--- config.mk ---
export PLATFORM = sky130hd
export DESIGN_NAME = timestamp_nibble_crc_record
export DESIGN_NICKNAME = d
export VERILOG_FILES = /design/src/hdl/tnc_pkg.sv /design/src/hdl/timestamp_nibble_crc_record.sv /design/src/hdl/tnc_front.sv /design/src/hdl/tnc_queue.sv /design/src/hdl/tnc_back.sv
export SDC_FILE = /design/constraint.sdc
export NUM_CORES = 2
export LEC_CHECK = 0
export BUFFER_PORTS_ARGS = -buffer_cell sky130_fd_sc_hd__clkbuf_2
export CAP_MARGIN = 30
export CORE_MARGIN = 1
export CORE_UTILIZATION = 40
export CTS_BUF_LIST = sky130_fd_sc_hd__clkbuf_8
export DETAILED_ROUTE_END_ITERATION = 10
export SLEW_MARGIN = 5
export SYNTH_ARGS = -nofsm -noshare
export SYNTH_HDL_FRONTEND = slang
export SYNTH_SLANG_ARGS = --single-unit
--- constraint.sdc ---
create_clock -name clk_i -period 23.3 [get_ports clk_i]
set_input_delay 2.33 -clock clk_i [delete_from_list [all_inputs] [get_ports clk_i]]
set_output_delay 2.33 -clock clk_i [all_outputs]
set_load 0.05 [all_outputs]
--- src/hdl/tnc_pkg.sv ---
// shared types, constants and a helper function of the timestamp nibble record block
`default_nettype none
package tnc_pkg;

  localparam int TIME_NIBBLES = 13;
  localparam int CRC_NIBBLES  = 4;
  localparam int TICK_W       = 4 * TIME_NIBBLES;
  localparam int RECORD_LEN   = 2 * TIME_NIBBLES + CRC_NIBBLES + 1;
  localparam int STEP_W       = $clog2(RECORD_LEN);
  localparam int ADDR_W       = 7;

  localparam int SECS_W       = 32;
  localparam int USEC_W       = 20;
  localparam int USEC_SHIFT   = 7;
  localparam int USEC_X_W     = USEC_W + USEC_SHIFT;
  localparam int RECIP_SHIFT  = 32;
  localparam int FRAC_W       = 14;
  localparam int REM_W        = 15;
  localparam int TICK_SHIFT   = 13;

  localparam logic [USEC_X_W-1:0] USEC_DIVISOR = USEC_X_W'(15625);
  localparam logic [USEC_X_W-1:0] USEC_RECIP   =
    USEC_X_W'((64'd1 << RECIP_SHIFT) / 64'd15625);

  localparam logic [TICK_W-1:0] EPOCH_TICKS  = TICK_W'(64'h1CF2E8F800000);
  localparam logic [TICK_W-1:0] TIMEOUT_SPAN = TICK_W'(64'h00b40000);
  localparam logic [15:0]       CRC_POLY     = 16'h1081;

  localparam logic [ADDR_W-1:0] ADDR_TIME_SX    = 7'h52;
  localparam logic [ADDR_W-1:0] ADDR_CRC_SX     = 7'h5F;
  localparam logic [ADDR_W-1:0] ADDR_TIMEOUT_SX = 7'h63;
  localparam logic [ADDR_W-1:0] ADDR_FLAG_SX    = 7'h70;
  localparam logic [ADDR_W-1:0] ADDR_TIME_GX    = 7'h58;
  localparam logic [ADDR_W-1:0] ADDR_CRC_GX     = 7'h65;
  localparam logic [ADDR_W-1:0] ADDR_TIMEOUT_GX = 7'h69;
  localparam logic [ADDR_W-1:0] ADDR_FLAG_GX    = 7'h76;
  localparam logic [3:0]        FLAG_VALUE      = 4'hF;

  localparam int QUEUE_DEPTH = 2;
  localparam int QPTR_W      = $clog2(QUEUE_DEPTH);

  localparam int CFG_IDX_W  = 2;
  localparam int CFG_DATA_W = 52;

  typedef enum logic [CFG_IDX_W-1:0] {
    CFG_MODEL_GX    = 2'd0,
    CFG_USER_OFFSET = 2'd1,
    CFG_SAVED_TIMER = 2'd2,
    CFG_ZONE_OFFSET = 2'd3
  } cfg_idx_e;

  typedef struct packed {
    logic [SECS_W-1:0] host_seconds;
    logic [USEC_W-1:0] host_microseconds;
  } in_item_t;

  typedef struct packed {
    logic [ADDR_W-1:0] nibble_address;
    logic [3:0]        nibble_value;
    logic              last_write;
  } out_item_t;

  typedef struct packed {
    logic        model_gx;
    logic [51:0] user_offset_ticks;
    logic [31:0] saved_timer_ticks;
    logic [17:0] zone_offset_seconds;
  } cfg_t;

  // one reflected crc step over a nibble; the poly product never overlaps
  function automatic logic [15:0] crc_step(input logic [15:0] crc, input logic [3:0] nib);
    logic [3:0]  t;
    logic [15:0] prod;
    t    = crc[3:0] ^ nib;
    prod = ({12'd0, t} << 12) | ({12'd0, t} << 7) | {12'd0, t};
    prod = prod & {16{|CRC_POLY}};
    return (crc >> 4) ^ prod;
  endfunction

endpackage
`default_nettype wire

--- src/hdl/timestamp_nibble_crc_record.sv ---
// Converts a host time (seconds, microseconds) into an 8192 Hz tick count and
// emits a 31-item record of nibble writes: 13 tick nibbles low first, a 4-nibble
// reflected CRC-16 over them, 13 nibbles of ticks plus the timeout span, and a
// 0xF flag marked by last_write. A four-stage front pipeline does the arithmetic
// and feeds a two-entry queue; the back sequencer drives one nibble write per
// cycle while the receiver does not stall it, and records follow each other
// without a gap while the queue holds tick counts. Configuration writes are
// always taken (ready stays high).
`default_nettype none
module timestamp_nibble_crc_record (
  input  wire logic                           clk_i,
  input  wire logic                           rst_ni,
  input  wire logic                           in_valid_i,
  output logic                                in_stall_o,
  input  wire tnc_pkg::in_item_t              in_data_i,
  output logic                                out_valid_o,
  input  wire logic                           out_stall_i,
  output tnc_pkg::out_item_t                  out_data_o,
  input  wire logic                           cfg_valid_i,
  output logic                                cfg_ready_o,
  input  wire logic [tnc_pkg::CFG_IDX_W-1:0]  cfg_index_i,
  input  wire logic [tnc_pkg::CFG_DATA_W-1:0] cfg_data_i
);
  import tnc_pkg::*;

  cfg_t              cfg_q;
  logic              q_full, q_push, q_valid, q_pop;
  logic [TICK_W-1:0] q_in, q_out;

  assign cfg_ready_o = 1'b1;

  always_ff @(posedge clk_i or negedge rst_ni) begin
    if (!rst_ni) begin
      cfg_q <= '0;
    end else if (cfg_valid_i) begin
      case (cfg_idx_e'(cfg_index_i))
        CFG_MODEL_GX:    cfg_q.model_gx            <= cfg_data_i[0];
        CFG_USER_OFFSET: cfg_q.user_offset_ticks   <= cfg_data_i[51:0];
        CFG_SAVED_TIMER: cfg_q.saved_timer_ticks   <= cfg_data_i[31:0];
        CFG_ZONE_OFFSET: cfg_q.zone_offset_seconds <= cfg_data_i[17:0];
        default: ;
      endcase
    end
  end

  tnc_front u_front (
    .clk_i      (clk_i),
    .rst_ni     (rst_ni),
    .in_valid_i (in_valid_i),
    .in_stall_o (in_stall_o),
    .in_data_i  (in_data_i),
    .cfg_i      (cfg_q),
    .q_full_i   (q_full),
    .q_push_o   (q_push),
    .q_data_o   (q_in)
  );

  tnc_queue u_queue (
    .clk_i       (clk_i),
    .rst_ni      (rst_ni),
    .push_i      (q_push),
    .push_data_i (q_in),
    .full_o      (q_full),
    .pop_i       (q_pop),
    .valid_o     (q_valid),
    .pop_data_o  (q_out)
  );

  tnc_back u_back (
    .clk_i       (clk_i),
    .rst_ni      (rst_ni),
    .model_gx_i  (cfg_q.model_gx),
    .q_valid_i   (q_valid),
    .q_data_i    (q_out),
    .q_pop_o     (q_pop),
    .out_valid_o (out_valid_o),
    .out_stall_i (out_stall_i),
    .out_data_o  (out_data_o)
  );

endmodule
`default_nettype wire

--- src/hdl/tnc_front.sv ---
// front pipeline: converts host time to an 8192 hz tick count
`default_nettype none
module tnc_front (
  input  wire logic                        clk_i,
  input  wire logic                        rst_ni,
  input  wire logic                        in_valid_i,
  output logic                             in_stall_o,
  input  wire tnc_pkg::in_item_t           in_data_i,
  input  wire tnc_pkg::cfg_t               cfg_i,
  input  wire logic                        q_full_i,
  output logic                             q_push_o,
  output logic [tnc_pkg::TICK_W-1:0]       q_data_o
);
  import tnc_pkg::*;

  logic v1_q, v2_q, v3_q, v4_q;
  logic en;

  logic [FRAC_W-1:0]   q0_1_q, q0_2_q;
  logic [USEC_X_W-1:0] x1_q;
  logic [TICK_W-1:0]   secs1_q, usr1_q;
  logic [REM_W-1:0]    rem2_q;
  logic [TICK_W-1:0]   sa2_q, sb3_q, ticks4_q;
  logic [FRAC_W-1:0]   frac3_q;

  logic [USEC_X_W-1:0]   x_d;
  logic [2*USEC_X_W-1:0] prod_d;
  logic [USEC_X_W:0]     qmul_d;
  logic [USEC_X_W:0]     rem_d;

  assign en         = !(v4_q && q_full_i);
  assign in_stall_o = !en;
  assign q_push_o   = v4_q && !q_full_i;
  assign q_data_o   = ticks4_q;

  assign x_d    = {in_data_i.host_microseconds, USEC_SHIFT'(0)};
  assign prod_d = (2*USEC_X_W)'(x_d) * (2*USEC_X_W)'(USEC_RECIP);
  assign qmul_d = (USEC_X_W+1)'(q0_1_q) * (USEC_X_W+1)'(USEC_DIVISOR);
  assign rem_d  = (USEC_X_W+1)'(x1_q) - qmul_d;

  always_ff @(posedge clk_i or negedge rst_ni) begin
    if (!rst_ni) begin
      v1_q <= 1'b0;
      v2_q <= 1'b0;
      v3_q <= 1'b0;
      v4_q <= 1'b0;
    end else if (en) begin
      v1_q <= in_valid_i;
      v2_q <= v1_q;
      v3_q <= v2_q;
      v4_q <= v3_q;
    end
  end

  always_ff @(posedge clk_i) begin
    if (en) begin
      // stage 1: reciprocal multiply, zone and offset adjust
      x1_q    <= x_d;
      q0_1_q  <= prod_d[RECIP_SHIFT +: FRAC_W];
      secs1_q <= TICK_W'(in_data_i.host_seconds)
                 - TICK_W'(signed'(cfg_i.zone_offset_seconds));
      usr1_q  <= TICK_W'(signed'(cfg_i.user_offset_ticks))
                 + TICK_W'(signed'(cfg_i.saved_timer_ticks));
      // stage 2: remainder of the estimate
      q0_2_q  <= q0_1_q;
      rem2_q  <= rem_d[REM_W-1:0];
      sa2_q   <= (secs1_q << TICK_SHIFT) + usr1_q;
      // stage 3: estimate is at most one low
      frac3_q <= q0_2_q + FRAC_W'(rem2_q >= REM_W'(USEC_DIVISOR));
      sb3_q   <= sa2_q + EPOCH_TICKS;
      // stage 4
      ticks4_q <= sb3_q + TICK_W'(frac3_q);
    end
  end

endmodule
`default_nettype wire

--- src/hdl/tnc_queue.sv ---
// short queue of tick counts between front and back
`default_nettype none
module tnc_queue (
  input  wire logic                        clk_i,
  input  wire logic                        rst_ni,
  input  wire logic                        push_i,
  input  wire logic [tnc_pkg::TICK_W-1:0]  push_data_i,
  output logic                             full_o,
  input  wire logic                        pop_i,
  output logic                             valid_o,
  output logic [tnc_pkg::TICK_W-1:0]       pop_data_o
);
  import tnc_pkg::*;

  logic [TICK_W-1:0] mem_q [QUEUE_DEPTH];
  logic [QPTR_W-1:0] wr_q, rd_q;
  logic [QPTR_W:0]   cnt_q;
  logic              do_push, do_pop;

  assign full_o     = cnt_q == (QPTR_W+1)'(QUEUE_DEPTH);
  assign valid_o    = cnt_q != '0;
  assign pop_data_o = mem_q[rd_q];
  assign do_push    = push_i && !full_o;
  assign do_pop     = pop_i && valid_o;

  always_ff @(posedge clk_i or negedge rst_ni) begin
    if (!rst_ni) begin
      wr_q  <= '0;
      rd_q  <= '0;
      cnt_q <= '0;
    end else begin
      if (do_push) begin
        wr_q <= (wr_q == QPTR_W'(QUEUE_DEPTH-1)) ? '0 : wr_q + 1'b1;
      end
      if (do_pop) begin
        rd_q <= (rd_q == QPTR_W'(QUEUE_DEPTH-1)) ? '0 : rd_q + 1'b1;
      end
      cnt_q <= cnt_q + (QPTR_W+1)'(do_push) - (QPTR_W+1)'(do_pop);
    end
  end

  always_ff @(posedge clk_i) begin
    if (do_push) begin
      mem_q[wr_q] <= push_data_i;
    end
  end

endmodule
`default_nettype wire

--- src/hdl/tnc_back.sv ---
// back sequencer: emits the nibble writes of one record per tick count
`default_nettype none
module tnc_back (
  input  wire logic                        clk_i,
  input  wire logic                        rst_ni,
  input  wire logic                        model_gx_i,
  input  wire logic                        q_valid_i,
  input  wire logic [tnc_pkg::TICK_W-1:0]  q_data_i,
  output logic                             q_pop_o,
  output logic                             out_valid_o,
  input  wire logic                        out_stall_i,
  output tnc_pkg::out_item_t               out_data_o
);
  import tnc_pkg::*;

  logic              busy_q;
  logic [STEP_W-1:0] step_q;
  logic [TICK_W-1:0] tick_sh_q, tmo_sh_q;
  logic [15:0]       crc_q;
  logic              out_valid_q;
  out_item_t         out_q;

  logic      out_free, at_last, load, advance;
  logic      ph_time, ph_crc, ph_tmo;
  out_item_t item_d;

  assign out_free = !out_valid_q || !out_stall_i;
  assign at_last  = step_q == STEP_W'(RECORD_LEN-1);
  assign advance  = busy_q && out_free;
  assign load     = q_valid_i && (!busy_q || (advance && at_last));
  assign q_pop_o  = load;

  assign ph_time = step_q < STEP_W'(TIME_NIBBLES);
  assign ph_crc  = step_q < STEP_W'(TIME_NIBBLES + CRC_NIBBLES);
  assign ph_tmo  = step_q < STEP_W'(2*TIME_NIBBLES + CRC_NIBBLES);

  always_comb begin
    item_d.last_write = 1'b0;
    if (ph_time) begin
      item_d.nibble_address = (model_gx_i ? ADDR_TIME_GX : ADDR_TIME_SX) + ADDR_W'(step_q);
      item_d.nibble_value   = tick_sh_q[3:0];
    end else if (ph_crc) begin
      item_d.nibble_address = (model_gx_i ? ADDR_CRC_GX : ADDR_CRC_SX) + ADDR_W'(step_q)
                              - ADDR_W'(TIME_NIBBLES);
      item_d.nibble_value   = crc_q[3:0];
    end else if (ph_tmo) begin
      item_d.nibble_address = (model_gx_i ? ADDR_TIMEOUT_GX : ADDR_TIMEOUT_SX)
                              + ADDR_W'(step_q) - ADDR_W'(TIME_NIBBLES + CRC_NIBBLES);
      item_d.nibble_value   = tmo_sh_q[3:0];
    end else begin
      item_d.nibble_address = model_gx_i ? ADDR_FLAG_GX : ADDR_FLAG_SX;
      item_d.nibble_value   = FLAG_VALUE;
      item_d.last_write     = 1'b1;
    end
  end

  always_ff @(posedge clk_i or negedge rst_ni) begin
    if (!rst_ni) begin
      busy_q      <= 1'b0;
      step_q      <= '0;
      out_valid_q <= 1'b0;
    end else begin
      if (load) begin
        busy_q <= 1'b1;
        step_q <= '0;
      end else if (advance) begin
        busy_q <= !at_last;
        step_q <= step_q + 1'b1;
      end
      if (advance) begin
        out_valid_q <= 1'b1;
      end else if (!out_stall_i) begin
        out_valid_q <= 1'b0;
      end
    end
  end

  always_ff @(posedge clk_i) begin
    if (advance) begin
      out_q <= item_d;
    end
    if (load) begin
      tick_sh_q <= q_data_i;
      tmo_sh_q  <= q_data_i + TIMEOUT_SPAN;
      crc_q     <= '0;
    end else if (advance) begin
      if (ph_time) begin
        tick_sh_q <= tick_sh_q >> 4;
        crc_q     <= crc_step(crc_q, tick_sh_q[3:0]);
      end else if (ph_crc) begin
        crc_q <= crc_q >> 4;
      end else if (ph_tmo) begin
        tmo_sh_q <= tmo_sh_q >> 4;
      end
    end
  end

  assign out_valid_o = out_valid_q;
  assign out_data_o  = out_q;

endmodule
`default_nettype wire

==> metrics <==
largest cells by area after synthesis=edfxtp_1, ha_1, dfrtp_1, fa_1, xnor2_1; Clock Sinks=660; CTS Root Buffer Type=clkbuf_8; Setup Buffers After CTS=0; actual slew at the worst max-slew pin=0.959 ns; starting DRC count in detailed routing=1218; top cell type's share of synthesized area=0.400; Critical Path Source Type=primary input; Yosys Warn Count=0; Setup CP Type=primary input to flop; Worst EP required=23.77 ns; Vert. Die Dim=316 um; final worst path period share=0.318; HP Class=flop to flop; initial core utilization=0.406; Syn Inst Count=3323; detailed placement HPWL=59800 um; count leader, synth=edfxtp_1; setup TNS=0 ns; Routability Congestion=0.852; clk_lat worst skew=0.75 ns; syn nets=3946; synth cell count leaders=edfxtp_1, ha_1, inv_1; crit path max fanout=8; sequential fraction of the synthesis area=0.483; Clock Path Buffers=3; critical path arrival=7.88 ns; post-synthesis adder-cell area fraction=0.187; buffers added on ports=124; Distinct cells, synth=83; post-layout min period=7.41 ns; slack of the worst reg-to-reg path=18.43 ns; Vias=24300; Core Box Area=0.0973 mm^2; antenna violations before repair=9; Synth area leader=edfxtp_1; unrepaired setup endpoints after global routing=false; Via density=4.97; Final setup viols=0; largest net degree at the start of global routing=163; Clock transition at path regs=0.06 ns; max-slew violation count=0; Synth Register Bits=660; die extent in x=316 um; GRT overflow=0; number of global-route vias before repair=24300; I/O pin cnt=126; Top FF cell, synth=edfxtp_1; Slew HR=0.360; post-synthesis cell area=0.0395 mm^2; routed len/inst=16.3 um; # DRC=0; fin nets=4141; max-cap viol count=0; simple-gate share of the synthesized area=0.0827; # rows=114; GRT Overall Usage=0.161; Post-synth EDFFs=526; Fin. Hold Viols=0; Total Wirelength=79600 um; syn avg cell area=11.9 um^2; Area growth, synth to finish=10.9%; main combinational cell family by area after synthesis=adder cells; ys async rst share=0.179; first-pass GRT wire length=127000 um; post-synthesis xor/xnor area fraction=0.0689; antenna viol nets, final=0; cts hold-fix bufs=0; CTS H-tree depth=3; CTS buffer count=113; die footprint=0.100 mm^2; Resized Gates After CTS=0; CP Capture Type=flop; first drt pass iteration count=5; CTS tree=done; fmax=135 MHz; Clock Skews=0.0430 ns; share of cells above drive strength 1=0.116; compound-gate portion of the synthesized area=0.0958; multiplexer area fraction after synthesis=0.0433; run status=complete, no violations; Hold Slack=0.400 ns
-- per-stage QoR --
step,util,std cells,worst slack [ns],cell area (um^2)
6_report,0.451,4894,15.89,43800
5_1_grt,0.451,4893,15.50,43800
4_1_cts,0.450,4886,16.03,43800
3_5_place_dp,0.428,4678,15.22,41700
3_3_place_gp,0.428,4678,15.34,41700
2_1_floorplan,-,3323,9.94,39500
-- cell usage in the layout (no fill, tap or decap), types with 22 or more instances in the layout --
master,synthesis,layout
edfxtp_1,526,526
inv_1,342,386
ha_1,380,380
nand2_1,235,235
xnor2_1,219,219
nor2_1,167,166
a21oi_1,158,158
fa_1,132,132
o21ai_0,130,129
clkbuf_2,0,123
clkbuf_8,0,121
dfrtp_1,118,117
mux2_2,110,110
xor2_1,92,92
a21o_1,83,83
nand3_1,69,68
o21a_1,64,64
mux2i_1,46,46
nor3_1,33,33
nand4_1,31,31
nor2b_1,29,29
nand2b_1,27,27
clkinv_1,1,24
and3_1,23,22
-- per-layer routing --
| metal | GRT usage | vias to the layer above | wire length (um) |
|---|---|---|---|
| met2 | 0.254 | 408 | 35800 |
| met1 | 0.222 | 11600 | 38300 |
| met3 | 0.0290 | 124 | 3420 |
| met4 | 0.0565 | 2 | 1990 |
| met5 | 0 | - | 13 |
| li1 | - | 12200 | - |
-- final cells by class --
type | instances | area [um^2]
sequential | 660 | 19100
clock inverter | 87 | 459
clock buffer | 121 | 1670
antenna | 7 | 17.5
multi-input combinational | 2257 | 19000
inverter | 344 | 1290
timing repair buffer | 142 | 782
tap | 1276 | 1600
fill | 9037 | 53400
-- state kept, by name, summed over array words and instances, names as in the netlist, 14 cells and up --
signal            flops
u_queue.mem_q       104
u_back.crc_q         16
u_front.frac3_q      14
u_front.usr1_q       52
u_back.tmo_sh_q      52
u_front.sb3_q        52
u_front.sa2_q        52
u_front.q_data_o     52
cfg_q               103
u_front.rem2_q       15
u_front.q0_1_q       14
u_front.secs1_q      34
u_back.tick_sh_q     52
-- worst max-delay path, stage by stage --
cell and delay, ns:
clkbuf_2 0.19, ha_1 0.46, xor2_1 0.24, xnor2_1 0.13, fa_1 0.52, inv_1 0.06, fa_1 0.47, fa_1 0.49
inv_1 0.06, fa_1 0.54, inv_1 0.04, ha_1 0.29, o21a_1 0.12, nor2_1 0.06, nor4_1 0.35, o211ai_1 0.28
a21oi_1 0.29, nor2_1 0.08, a211oi_1 0.40, nand2_1 0.09, o21ai_0 0.27, xor2_1 0.11
-- cell families after synthesis --
kind of cell | count (synthesis)
buf+inv | 406
xor+xnor | 311
mux | 157
fa+ha+maj | 512
flops | 660
other cells | 1
simple gates | 686
compound gates | 590
-- path summary, 6_finish.rpt --
path / startpoint / endpoint / cells past startpoint
max reg2reg: u_front.q0_1_q[1] / u_front.rem2_q[14] / 12
max: in_data_i[11] / u_front.q0_1_q[12] / 22
max in group asynchronous: rst_ni / cfg_q[50] / 2
min: u_front.sa2_q[13] / u_front.sb3_q[13] / 0
min in group asynchronous: rst_ni / u_queue.rd_q / 1
min reg2reg: u_front.sa2_q[13] / u_front.sb3_q[13] / 0
Power is not shown: default switching activity piles up to over one toggle a cycle in this logic, so the estimate is an artifact.
